<file path="config.mk">
export PLATFORM = sky130hd
export DESIGN_NAME = line_rasterizer
export DESIGN_NICKNAME = d
export VERILOG_FILES = /design/src/hw/rtl/lr_pkg.sv /design/src/hw/rtl/lr_ctrl.sv /design/src/hw/rtl/lr_dpath.sv /design/src/hw/rtl/line_rasterizer.sv
export SDC_FILE = /design/constraint.sdc
export NUM_CORES = 1
export LEC_CHECK = 0
export BUFFER_PORTS_ARGS = -buffer_cell sky130_fd_sc_hd__buf_4
export CORE_MARGIN = 4
export CORE_UTILIZATION = 60
export CTS_CLUSTER_DIAMETER = 80
export DETAILED_ROUTE_END_ITERATION = 10
export GPL_ROUTABILITY_DRIVEN = 0
export PLACE_DENSITY = 0.8
export REMOVE_ABC_BUFFERS = 1
export SYNTH_ARGS = -nofsm -noshare
export SYNTH_HDL_FRONTEND = slang
export SYNTH_SLANG_ARGS = --single-unit
</file>
<file path="constraint.sdc">
create_clock -name clk -period 12.9 [get_ports clk]
set_input_delay 2.58 -clock clk [delete_from_list [all_inputs] [get_ports clk]]
set_output_delay 2.58 -clock clk [all_outputs]
set_load 0.01 [all_outputs]
</file>
<file path="src/hw/rtl/lr_pkg.sv">
`default_nettype none

package lr_pkg;

  localparam int COORD_W       = 6;
  localparam int TERM_W        = 9;
  localparam int TILE_SIZE_DEF = 64;

  // controller to datapath
  typedef struct packed {
    logic load;   // capture the segment endpoints
    logic setup;  // derive deltas, directions, step count and start term
    logic step;   // advance one pixel and fill the output register
  } cmd_t;

  // datapath to controller
  typedef struct packed {
    logic steps_zero;  // no steps left
    logic steps_one;   // the next step is the final one
    logic out_free;    // output register can take a word this cycle
  } stat_t;

endpackage

`default_nettype wire

</file>
<file path="src/hw/rtl/lr_ctrl.sv">
`default_nettype none

module lr_ctrl (
  input  wire               clk,
  input  wire               rst_n,
  input  wire               in_valid,
  input  wire lr_pkg::stat_t stat,
  output lr_pkg::cmd_t      cmd,
  output logic              in_stall
);

  typedef enum logic [1:0] {
    ST_IDLE,
    ST_SETUP,
    ST_WALK
  } state_t;

  state_t state_r, state_nxt;
  logic   in_stall_r, in_stall_nxt;

  always_comb begin
    state_nxt = state_r;
    cmd       = '0;
    case (state_r)
      ST_IDLE: begin
        if (in_valid) begin
          cmd.load  = 1'b1;
          state_nxt = ST_SETUP;
        end
      end
      ST_SETUP: begin
        cmd.setup = 1'b1;
        state_nxt = ST_WALK;
      end
      ST_WALK: begin
        // zero-length segment drops straight back to idle
        if (stat.steps_zero) begin
          state_nxt = ST_IDLE;
        end else if (stat.out_free) begin
          cmd.step = 1'b1;
          if (stat.steps_one) begin
            state_nxt = ST_IDLE;
          end
        end
      end
      default: begin
        state_nxt = ST_IDLE;
      end
    endcase
    in_stall_nxt = (state_nxt != ST_IDLE);
  end

  always_ff @(posedge clk) begin
    if (!rst_n) begin
      state_r    <= ST_IDLE;
      in_stall_r <= 1'b0;
    end else begin
      state_r    <= state_nxt;
      in_stall_r <= in_stall_nxt;
    end
  end

  assign in_stall = in_stall_r;

  a_stall_tracks_state: assert property (@(posedge clk) disable iff (!rst_n)
    in_stall_r == (state_r != ST_IDLE))
    else $error("input stall out of step with controller state");

  a_load_to_setup: assert property (@(posedge clk) disable iff (!rst_n)
    cmd.load |=> state_r == ST_SETUP)
    else $error("segment load not followed by setup");

  a_step_only_walk: assert property (@(posedge clk) disable iff (!rst_n)
    cmd.step |-> (state_r == ST_WALK && !stat.steps_zero))
    else $error("step issued outside walk or with no steps left");

endmodule

`default_nettype wire

</file>
<file path="src/hw/rtl/lr_dpath.sv">
`default_nettype none

module lr_dpath #(
  parameter int TILE_SIZE = lr_pkg::TILE_SIZE_DEF
) (
  input  wire                              clk,
  input  wire                              rst_n,
  input  wire lr_pkg::cmd_t                cmd,
  output lr_pkg::stat_t                    stat,
  input  wire  [lr_pkg::COORD_W-1:0]       in_x_start,
  input  wire  [lr_pkg::COORD_W-1:0]       in_y_start,
  input  wire  [lr_pkg::COORD_W-1:0]       in_x_end,
  input  wire  [lr_pkg::COORD_W-1:0]       in_y_end,
  output logic                             out_valid,
  input  wire                              out_stall,
  output logic [lr_pkg::COORD_W-1:0]       out_frag_x,
  output logic [lr_pkg::COORD_W-1:0]       out_frag_y,
  output logic                             out_last_fragment
);

  localparam int CW = lr_pkg::COORD_W;
  localparam int TW = lr_pkg::TERM_W;
  localparam logic [CW:0]   TileLim  = (CW + 1)'(TILE_SIZE);
  localparam logic [CW-1:0] CoordMax = CW'(TILE_SIZE - 1);

  function automatic logic [CW-1:0] clamp(input logic [CW-1:0] c);
    logic [CW-1:0] r;
    r = ({1'b0, c} >= TileLim) ? CoordMax : c;
    return r;
  endfunction

  // segment and walk state
  logic [CW-1:0]        cur_x_r, cur_y_r, end_x_r, end_y_r;
  logic [CW-1:0]        steps_r;
  logic                 x_major_r;
  logic [1:0]           dirs_r;        // bit 0: x decreases, bit 1: y decreases
  logic signed [TW-1:0] term_r;
  logic signed [TW-1:0] inc_lo_r;      // term update when the minor axis holds
  logic signed [TW-1:0] inc_hi_r;      // term update when the minor axis steps

  // output register
  logic                 out_valid_r;
  logic [CW-1:0]        frag_x_r, frag_y_r;
  logic                 last_r;

  // setup arithmetic
  logic          x_inc, y_inc;
  logic [CW-1:0] dx, dy, major, minor;
  logic          xm;
  logic signed [TW-1:0] minor2, major2, major1;

  always_comb begin
    x_inc  = end_x_r > cur_x_r;
    y_inc  = end_y_r > cur_y_r;
    dx     = x_inc ? (end_x_r - cur_x_r) : (cur_x_r - end_x_r);
    dy     = y_inc ? (end_y_r - cur_y_r) : (cur_y_r - end_y_r);
    xm     = dx > dy;
    major  = xm ? dx : dy;
    minor  = xm ? dy : dx;
    minor2 = $signed({{(TW-CW-1){1'b0}}, minor, 1'b0});
    major2 = $signed({{(TW-CW-1){1'b0}}, major, 1'b0});
    major1 = $signed({{(TW-CW){1'b0}}, major});
  end

  // one step along the major axis
  logic                 minor_step;
  logic [CW-1:0]        x_adv, y_adv, x_nxt, y_nxt;
  logic signed [TW-1:0] term_nxt;

  always_comb begin
    minor_step = !term_r[TW-1];
    x_adv      = dirs_r[0] ? (cur_x_r - CW'(1)) : (cur_x_r + CW'(1));
    y_adv      = dirs_r[1] ? (cur_y_r - CW'(1)) : (cur_y_r + CW'(1));
    x_nxt      = (x_major_r || minor_step) ? x_adv : cur_x_r;
    y_nxt      = (!x_major_r || minor_step) ? y_adv : cur_y_r;
    term_nxt   = minor_step ? (term_r + inc_hi_r) : (term_r + inc_lo_r);
  end

  always_ff @(posedge clk) begin
    if (cmd.load) begin
      cur_x_r <= clamp(in_x_start);
      cur_y_r <= clamp(in_y_start);
      end_x_r <= clamp(in_x_end);
      end_y_r <= clamp(in_y_end);
    end
    if (cmd.setup) begin
      x_major_r <= xm;
      dirs_r    <= {!y_inc, !x_inc};
      steps_r   <= major;
      term_r    <= minor2 - major1;
      inc_lo_r  <= minor2;
      inc_hi_r  <= minor2 - major2;
    end
    if (cmd.step) begin
      cur_x_r  <= x_nxt;
      cur_y_r  <= y_nxt;
      term_r   <= term_nxt;
      steps_r  <= steps_r - CW'(1);
      frag_x_r <= x_nxt;
      frag_y_r <= y_nxt;
      last_r   <= (steps_r == CW'(1));
    end
  end

  always_ff @(posedge clk) begin
    if (!rst_n) begin
      out_valid_r <= 1'b0;
    end else if (cmd.step) begin
      out_valid_r <= 1'b1;
    end else if (!out_stall) begin
      out_valid_r <= 1'b0;
    end
  end

  assign stat.steps_zero = (steps_r == '0);
  assign stat.steps_one  = (steps_r == CW'(1));
  assign stat.out_free   = !out_valid_r || !out_stall;

  assign out_valid         = out_valid_r;
  assign out_frag_x        = frag_x_r;
  assign out_frag_y        = frag_y_r;
  assign out_last_fragment = last_r;

  a_step_has_steps: assert property (@(posedge clk) disable iff (!rst_n)
    cmd.step |-> steps_r != '0)
    else $error("step taken with no steps left");

  a_step_fills_out: assert property (@(posedge clk) disable iff (!rst_n)
    cmd.step |=> out_valid_r)
    else $error("step did not load the output register");

  a_final_step_flag: assert property (@(posedge clk) disable iff (!rst_n)
    (cmd.step && steps_r == CW'(1)) |=> (last_r && steps_r == '0))
    else $error("final step not flagged or count not drained");

endmodule

`default_nettype wire

</file>
<file path="src/hw/rtl/line_rasterizer.sv">
// Channel  | Handshake           | Word
// ---------+---------------------+------------------------------------------
// input    | in_valid / in_stall | in_x_start, in_y_start, in_x_end, in_y_end
// result   | out_valid/out_stall | out_frag_x, out_frag_y, out_last_fragment
//
// A segment runs in order: capture and clamp the endpoints, set up deltas and
// the start term, then N steps of the shared step unit, N = max(|dx|, |dy|)
// (at most 63).
// A zero-length segment emits nothing.
// in_stall is high from the cycle after a segment is taken until its last
// fragment enters the output register; that register frees the walk from a
// slow consumer by one word only, so out_stall holds the walk in place.
// rst_n is synchronous and clears the controller and the output valid.
`default_nettype none

module line_rasterizer #(
  parameter int TILE_SIZE = lr_pkg::TILE_SIZE_DEF
) (
  input  wire                        clk,
  input  wire                        rst_n,
  input  wire                        in_valid,
  output logic                       in_stall,
  input  wire  [lr_pkg::COORD_W-1:0] in_x_start,
  input  wire  [lr_pkg::COORD_W-1:0] in_y_start,
  input  wire  [lr_pkg::COORD_W-1:0] in_x_end,
  input  wire  [lr_pkg::COORD_W-1:0] in_y_end,
  output logic                       out_valid,
  input  wire                        out_stall,
  output logic [lr_pkg::COORD_W-1:0] out_frag_x,
  output logic [lr_pkg::COORD_W-1:0] out_frag_y,
  output logic                       out_last_fragment
);

  lr_pkg::cmd_t  cmd;
  lr_pkg::stat_t stat;

  lr_ctrl u_ctrl (
    .clk      (clk),
    .rst_n    (rst_n),
    .in_valid (in_valid),
    .stat     (stat),
    .cmd      (cmd),
    .in_stall (in_stall)
  );

  lr_dpath #(
    .TILE_SIZE (TILE_SIZE)
  ) u_dpath (
    .clk               (clk),
    .rst_n             (rst_n),
    .cmd               (cmd),
    .stat              (stat),
    .in_x_start        (in_x_start),
    .in_y_start        (in_y_start),
    .in_x_end          (in_x_end),
    .in_y_end          (in_y_end),
    .out_valid         (out_valid),
    .out_stall         (out_stall),
    .out_frag_x        (out_frag_x),
    .out_frag_y        (out_frag_y),
    .out_last_fragment (out_last_fragment)
  );

endmodule

`default_nettype wire

</file>
# Yosys cells after proc, flatten, opt, wreduce, memory -nomap -nowiden
# Index checks and enable logic that the tools add are counted.
# classes
muxes,30
order_cmp,3
n_addsub,13
eq_ne,4
reduce_logical,14
# op_table
operator,n
2-to-1 mux 6 bit,14
2-to-1 mux 9 bit,3
subtractor 6 bit,4
> comparator 6 bit,3
subtractor 6 x 1 -> 6 bit (second input constant),3
adder 6 x 1 -> 6 bit (second input constant),2
adder 9 x 8 -> 9 bit,1
adder 9 bit,1
2-to-1 mux 1 bit,8
2-to-1 mux 2 bit,4
subtractor 7 x 6 -> 8 bit,1
subtractor 7 x 7 -> 8 bit,1
equality test 6 x 1 -> 1 bit (second input constant),1
logical NOT 1 bit,6
logical NOT 6 bit,1
case mux 2 bit (3 select lines),1
nonzero test 2 bit,3
logical OR 1 bit,3
equality test 2 x 1 -> 1 bit (second input constant),1
equality test 2 bit (second input constant),1
logical NOT 2 bit,1
!= test 2 x 1 -> 1 bit (second input constant),1
# word_totals
inputBits,28
reg_bits,74
elab_cells,80

# Longest topological paths before layout
# depth
depth_word,7
depth_mapped,28
mapped_depth_nobuf,27

# Cells and area by module
# From an unflattened synthesis, not the netlist that was laid out.
# unflattened
hier_cells,486
area_unflattened_um2,5240.0
# modules_own_cells
module,cells_each,seq_area_each_um2,instances,area_each_um2
lr_dpath,473,2031.9,1,5093.6
lr_ctrl,13,60.1,1,146.4

# Worst setup path before layout
# Ideal clock, no wire load.
# synth_timing
path_kind,reg-to-reg
start,register u_dpath.cur_x_r[0]
end,register u_dpath.term_r[6] (data pin)
setup_time_ns,0.261
arrival_ns,4.777
setup_slack_ns,7.862
path_stages_with_launch,26
cell_sequence,edfxtp_1 > ha_1 > fa_1 > and2b_1 > o31ai_4 > a21oi_4 > inv_4 > mux2i_1 > xor2_1 > inv_1 > ha_1 > a211oi_1 > nor2_1 > o31ai_4 > inv_4 > buf_2 > nor2_1 > a21oi_1 > fa_1 > nand2_1 > nand2_1 > a21oi_1 > o21bai_1 > a21oi_1 > nor2_1 > a221o_1
# synth_via
elab_chain_cells,7
elab_cells_between_ends,10
# synth_lines
element,line,text
from (decl),lr_dpath.sv:33,"logic [CW-1:0] cur_x_r, cur_y_r, end_x_r, end_y_r;"
from (signal assigned),lr_dpath.sv:81,cur_x_r <= clamp(in_x_start);
from (signal assigned),lr_dpath.sv:95,cur_x_r <= x_nxt;
subtractor 6 bit / > comparator 6 bit (equally long branches),"lr_dpath.sv:55, lr_dpath.sv:53",
2-to-1 mux 6 bit *,lr_dpath.sv:55,dx = x_inc ? (end_x_r - cur_x_r) : (cur_x_r - end_x_r);
> comparator 6 bit *,lr_dpath.sv:57,xm = dx > dy;
named net u_dpath.xm,lr_dpath.sv:49,logic xm;
2-to-1 mux 6 bit *,lr_dpath.sv:59,minor = xm ? dy : dx;
named net u_dpath.minor[0],lr_dpath.sv:48,"logic [CW-1:0] dx, dy, major, minor;"
subtractor 7 x 6 -> 8 bit *,lr_dpath.sv:90,term_r <= minor2 - major1;
2-to-1 mux 9 bit *,lr_dpath.sv:86,if (cmd.setup) begin
2-to-1 mux 9 bit *,lr_dpath.sv:94,if (cmd.step) begin
to (signal assigned),lr_dpath.sv:90,
to (signal assigned),lr_dpath.sv:97,term_r <= term_nxt;
to (decl),lr_dpath.sv:37,logic signed [TW-1:0] term_r;
# Mark *: on every way through the listed nets, which the timed path passes. The rest lies on a longest branch. The select of a mux whose other input is x is not followed.
# A chain may end at the register's enable or synchronous reset.

# Worst setup path in the final report
# layout_timing
start,register u_dpath.cur_y_r[1]
end,register u_dpath.term_r[6] (data pin)
# layout_via
elab_chain_cells,7
elab_cells_between_ends,10
# layout_lines
element,line,text
from (decl),lr_dpath.sv:33,
from (signal assigned),lr_dpath.sv:82,cur_y_r <= clamp(in_y_start);
from (signal assigned),lr_dpath.sv:96,cur_y_r <= y_nxt;
subtractor 6 bit / > comparator 6 bit (equally long branches),"lr_dpath.sv:56, lr_dpath.sv:54",
2-to-1 mux 6 bit *,lr_dpath.sv:56,dy = y_inc ? (end_y_r - cur_y_r) : (cur_y_r - end_y_r);
> comparator 6 bit,lr_dpath.sv:57,
2-to-1 mux 6 bit *,lr_dpath.sv:59,
named net u_dpath.minor[0],lr_dpath.sv:48,
subtractor 7 x 6 -> 8 bit *,lr_dpath.sv:90,
2-to-1 mux 9 bit *,lr_dpath.sv:86,
2-to-1 mux 9 bit *,lr_dpath.sv:94,
# Marks and branches as above.

==> flow_summary.json <==
{
  "clockBufferDepth": 2,
  "nNetsFinal": 657,
  "worst_slack_ps": 7157,
  "grt_antenna_before_repair": 0,
  "pin_count": 43,
  "p_sw_share_pct": 43.30,
  "drtAntennaViolNets": 0,
  "grt_pass1_wl_mm": 19.01,
  "cell_internal_pwr_mw": 0.9536,
  "final_util_pct": 70.99,
  "finClkSkew_ps": 14.16,
  "area_delta_synth_final_pct": 13.07,
  "io_buffer_count": 42,
  "dpl.hpwl_mm": 8.634,
  "drv_slew": 0,
  "die_h_um": 101.4,
  "async_reset_ff_share_pct": 0,
  "synth_edf_count": 67,
  "power.density_nw_per_um2": 284.0,
  "ys_types": 63,
  "status": "finished clean",
  "netlist_instances": 525,
  "placedCellCount": 664,
  "p_leak_nw": 2.573,
  "p_clk_share_pct": 13.5,
  "ir_drop_v": 0.0001789,
  "fillers": 618,
  "instances_no_fill": 680,
  "final_common_cell": "edfxtp_1",
  "fmax_mhz": 174.1,
  "cts_max_level": 3,
  "finalSetupViolations": 0,
  "worstPathRequired_ps": 13120,
  "relSlewSlack_pct": 36.12,
  "start_util_pct": 62.78,
  "coreArea_um2": 8341,
  "via_count": 3963,
  "finalHoldViolCount": 0,
  "ys_ff_latch": 71,
  "fp-row-count": 33,
  "synth_ff_type": "edfxtp_1",
  "numCtsBuffers": 9,
  "yosysSeqAreaShare_pct": 39.95,
  "critPathCaptureType": "flop",
  "cts_setup_buffers": 0,
  "grt_usage_pct": 23.79,
  "cts_num_sinks": 71,
  "hold_slack_ps": 531.7,
  "ctsResizeCount": 0,
  "p_comb_share_pct": 62.7,
  "drt_iter0_markers": 236,
  "dieArea_um2": 10290,
  "min_period_ps": 5743,
  "drc": 0,
  "hp-class": "flop to flop",
  "antenna_cells": 0,
  "power_mw": 1.682,
  "grt_max_degree": 42,
  "finalWirelength_mm": 11.53,
  "die_w_um": 101.4,
  "syn_area_um2": 5236,
  "tritoncts": "yes",
  "cap_viol_max_count": 0,
  "r2r.worst_path.cells": 24,
  "hold_depth": 2,
  "routed_via_density": 5.828,
  "pre_cts_ws_ps": 7238,
  "ys_warn_count": 0,
  "grt_pass1_vias": 3983,
  "drive_gt1_share_pct": 16.70,
  "final.period_utilization_pct": 44.52,
  "cts.clk_slew.worst_paths_ps": 80,
  "root_buffer": "clkbuf_8",
  "placed_area_um2": 5665,
  "rsz0062_at_grt": "no",
  "critPathMaxFanout": 16,
  "syn_area_per_cell_um2": 9.974,
  "crit_arrival_ps": 5960,
  "startpoint_type": "flop",
  "switching_power_mw": 0.7281,
  "wire_per_inst_um": 16.95,
  "p_seq_share_pct": 23.9,
  "cts_hold_buf": 0,
  "fin_area_um2": 5921,
  "grt_overflow": 0,
  "mostFrequentLayoutCells": "edfxtp_1 (67), nand2_1 (55), inv_1 (54)",
  "worst_pin_slew_ps": 958.3,
  "firstDrtPassIters": 5,
  "critPathKind": "flop to flop",
  "clock_latency_ps": 350,
  "final.setup.tns_ps": 0
}
worst max-delay path, cell delays in order, from the launching register on:
cell	delay [ps]
edfxtp_1	490
inv_1	170
fa_1	480
a211oi_2	350
o21ai_2	170
nand2_2	120
nor2_1	50
a22oi_1	290
xnor2_1	180
ha_1	290
and4_1	240
o21a_2	150
o31ai_4	570
inv_4	180
nor2_1	130
a21oi_1	110
fa_1	490
nand2_1	80
nand2_1	50
a21oi_1	210
o21bai_1	90
a21oi_1	190
nand2_1	80
nor4bb_1	290
a221o_1	140
area by class of cell:
| class | instances | area (um^2) | share of cell area [%] |
|---|---|---|---|
| Timing Repair Buffer | 45 | 337.8 | 5.706 |
| Clock buffer | 11 | 151.4 | 2.557 |
| Clock inverter | 5 | 103.9 | 1.754 |
| Multi-Input combinational cell | 387 | 2889 | 48.80 |
| Tap cell | 105 | 131.4 | 2.219 |
| Inverter | 56 | 215.2 | 3.635 |
| Sequential cell | 71 | 2092 | 35.33 |
cells in the mapped netlist (all sizes together), types with 2 or more instances:
library cell | instances | area, um^2
o21ai | 29 | 148.9
o22ai | 2 | 12.51
nand4 | 2 | 12.51
o21a | 5 | 38.79
nand3b | 2 | 15.01
a211o | 4 | 35.03
xnor2 | 22 | 192.7
nor4 | 3 | 18.77
nor2b | 11 | 68.82
edfxtp | 67 | 2012
or2 | 7 | 43.80
dfxtp | 4 | 80.08
ha | 51 | 638.1
buf | 4 | 18.76
fa | 8 | 160.2
clkbuf | 7 | 26.28
a211oi | 7 | 62.56
xor2 | 9 | 78.83
and3 | 2 | 12.51
nand2b | 10 | 62.56
nor3b | 4 | 30.03
nand2 | 56 | 212.7
nor3 | 3 | 15.01
mux2i | 5 | 53.80
o221ai | 2 | 17.52
a21o | 11 | 82.58
o31ai | 4 | 57.55
a21boi | 5 | 37.54
inv | 56 | 215.2
nor2 | 33 | 123.9
a21oi | 37 | 200.2
o21bai | 4 | 30.03
and2 | 7 | 43.80
a22oi | 4 | 35.03
o211ai | 3 | 22.52
nand3 | 8 | 40.04
mux2 | 15 | 168.9
layer usage:
layer	share of wire, %	vias to the layer above	GRT usage [%]	routed length (um)
met3	5.2	26	5.028	596
met1	42	1881	30.21	4864
met4	2.0	0	7.566	236
met5	0	-	0	0
met2	51	107	40.69	5828
li1	-	1949	-	-
power groups by stage:
| stage | Combinational, mW | Clock [mW] | Sequential, mW |
|---|---|---|---|
| 2_1_floorplan | 0.802 | 0 | 0.398 |
| 3_3_place_gp | 0.991 | 0 | 0.404 |
| 3_5_place_dp | 1.04 | 0 | 0.407 |
| 4_1_cts | 1.04 | 0.229 | 0.402 |
| 5_1_grt | 1.17 | 0.239 | 0.408 |
| 6_report | 1.05 | 0.226 | 0.402 |
registers in the layout, summed over array words and instances, names as in the netlist, 2 cells and up:
| name | count |
|---|---|
| u_dpath.steps_r | 6 |
| u_dpath.cur_x_r | 6 |
| u_dpath.out_frag_x | 6 |
| u_dpath.inc_hi_r | 7 |
| u_dpath.out_frag_y | 6 |
| u_dpath.inc_lo_r | 6 |
| u_dpath.end_y_r | 6 |
| u_ctrl.state_r | 2 |
| u_dpath.cur_y_r | 6 |
| u_dpath.dirs_r | 2 |
| u_dpath.term_r | 8 |
| u_dpath.end_x_r | 6 |
worst paths after layout:
| kind | startpoint | endpoint | slack [ps] |
|---|---|---|---|
| max reg2reg | u_dpath.cur_y_r[1]$_DFFE_PP_ | u_dpath.term_r[6]$_DFFE_PP_ | 7160 |
| max | u_dpath.cur_y_r[1]$_DFFE_PP_ | u_dpath.term_r[6]$_DFFE_PP_ | 7160 |
| min reg2reg | u_dpath.out_valid$_SDFFE_PN0P_ | u_dpath.out_valid$_SDFFE_PN0P_ | 530 |
| min | u_dpath.out_valid$_SDFFE_PN0P_ | u_dpath.out_valid$_SDFFE_PN0P_ | 530 |
logic make-up after synthesis:
| family | Yosys count | synth area share (%) |
|---|---|---|
| adders and majority gates | 59 | 15.24 |
| buffers and inverters | 67 | 4.970 |
| DFF | 71 | 39.95 |
| muxes | 20 | 4.253 |
| and+or+nand+nor | 153 | 14.22 |
| AOI/OAI and AO/OA | 124 | 16.18 |
| xor gates and xnor gates | 31 | 5.185 |
Power figures use the tool's default switching activity.
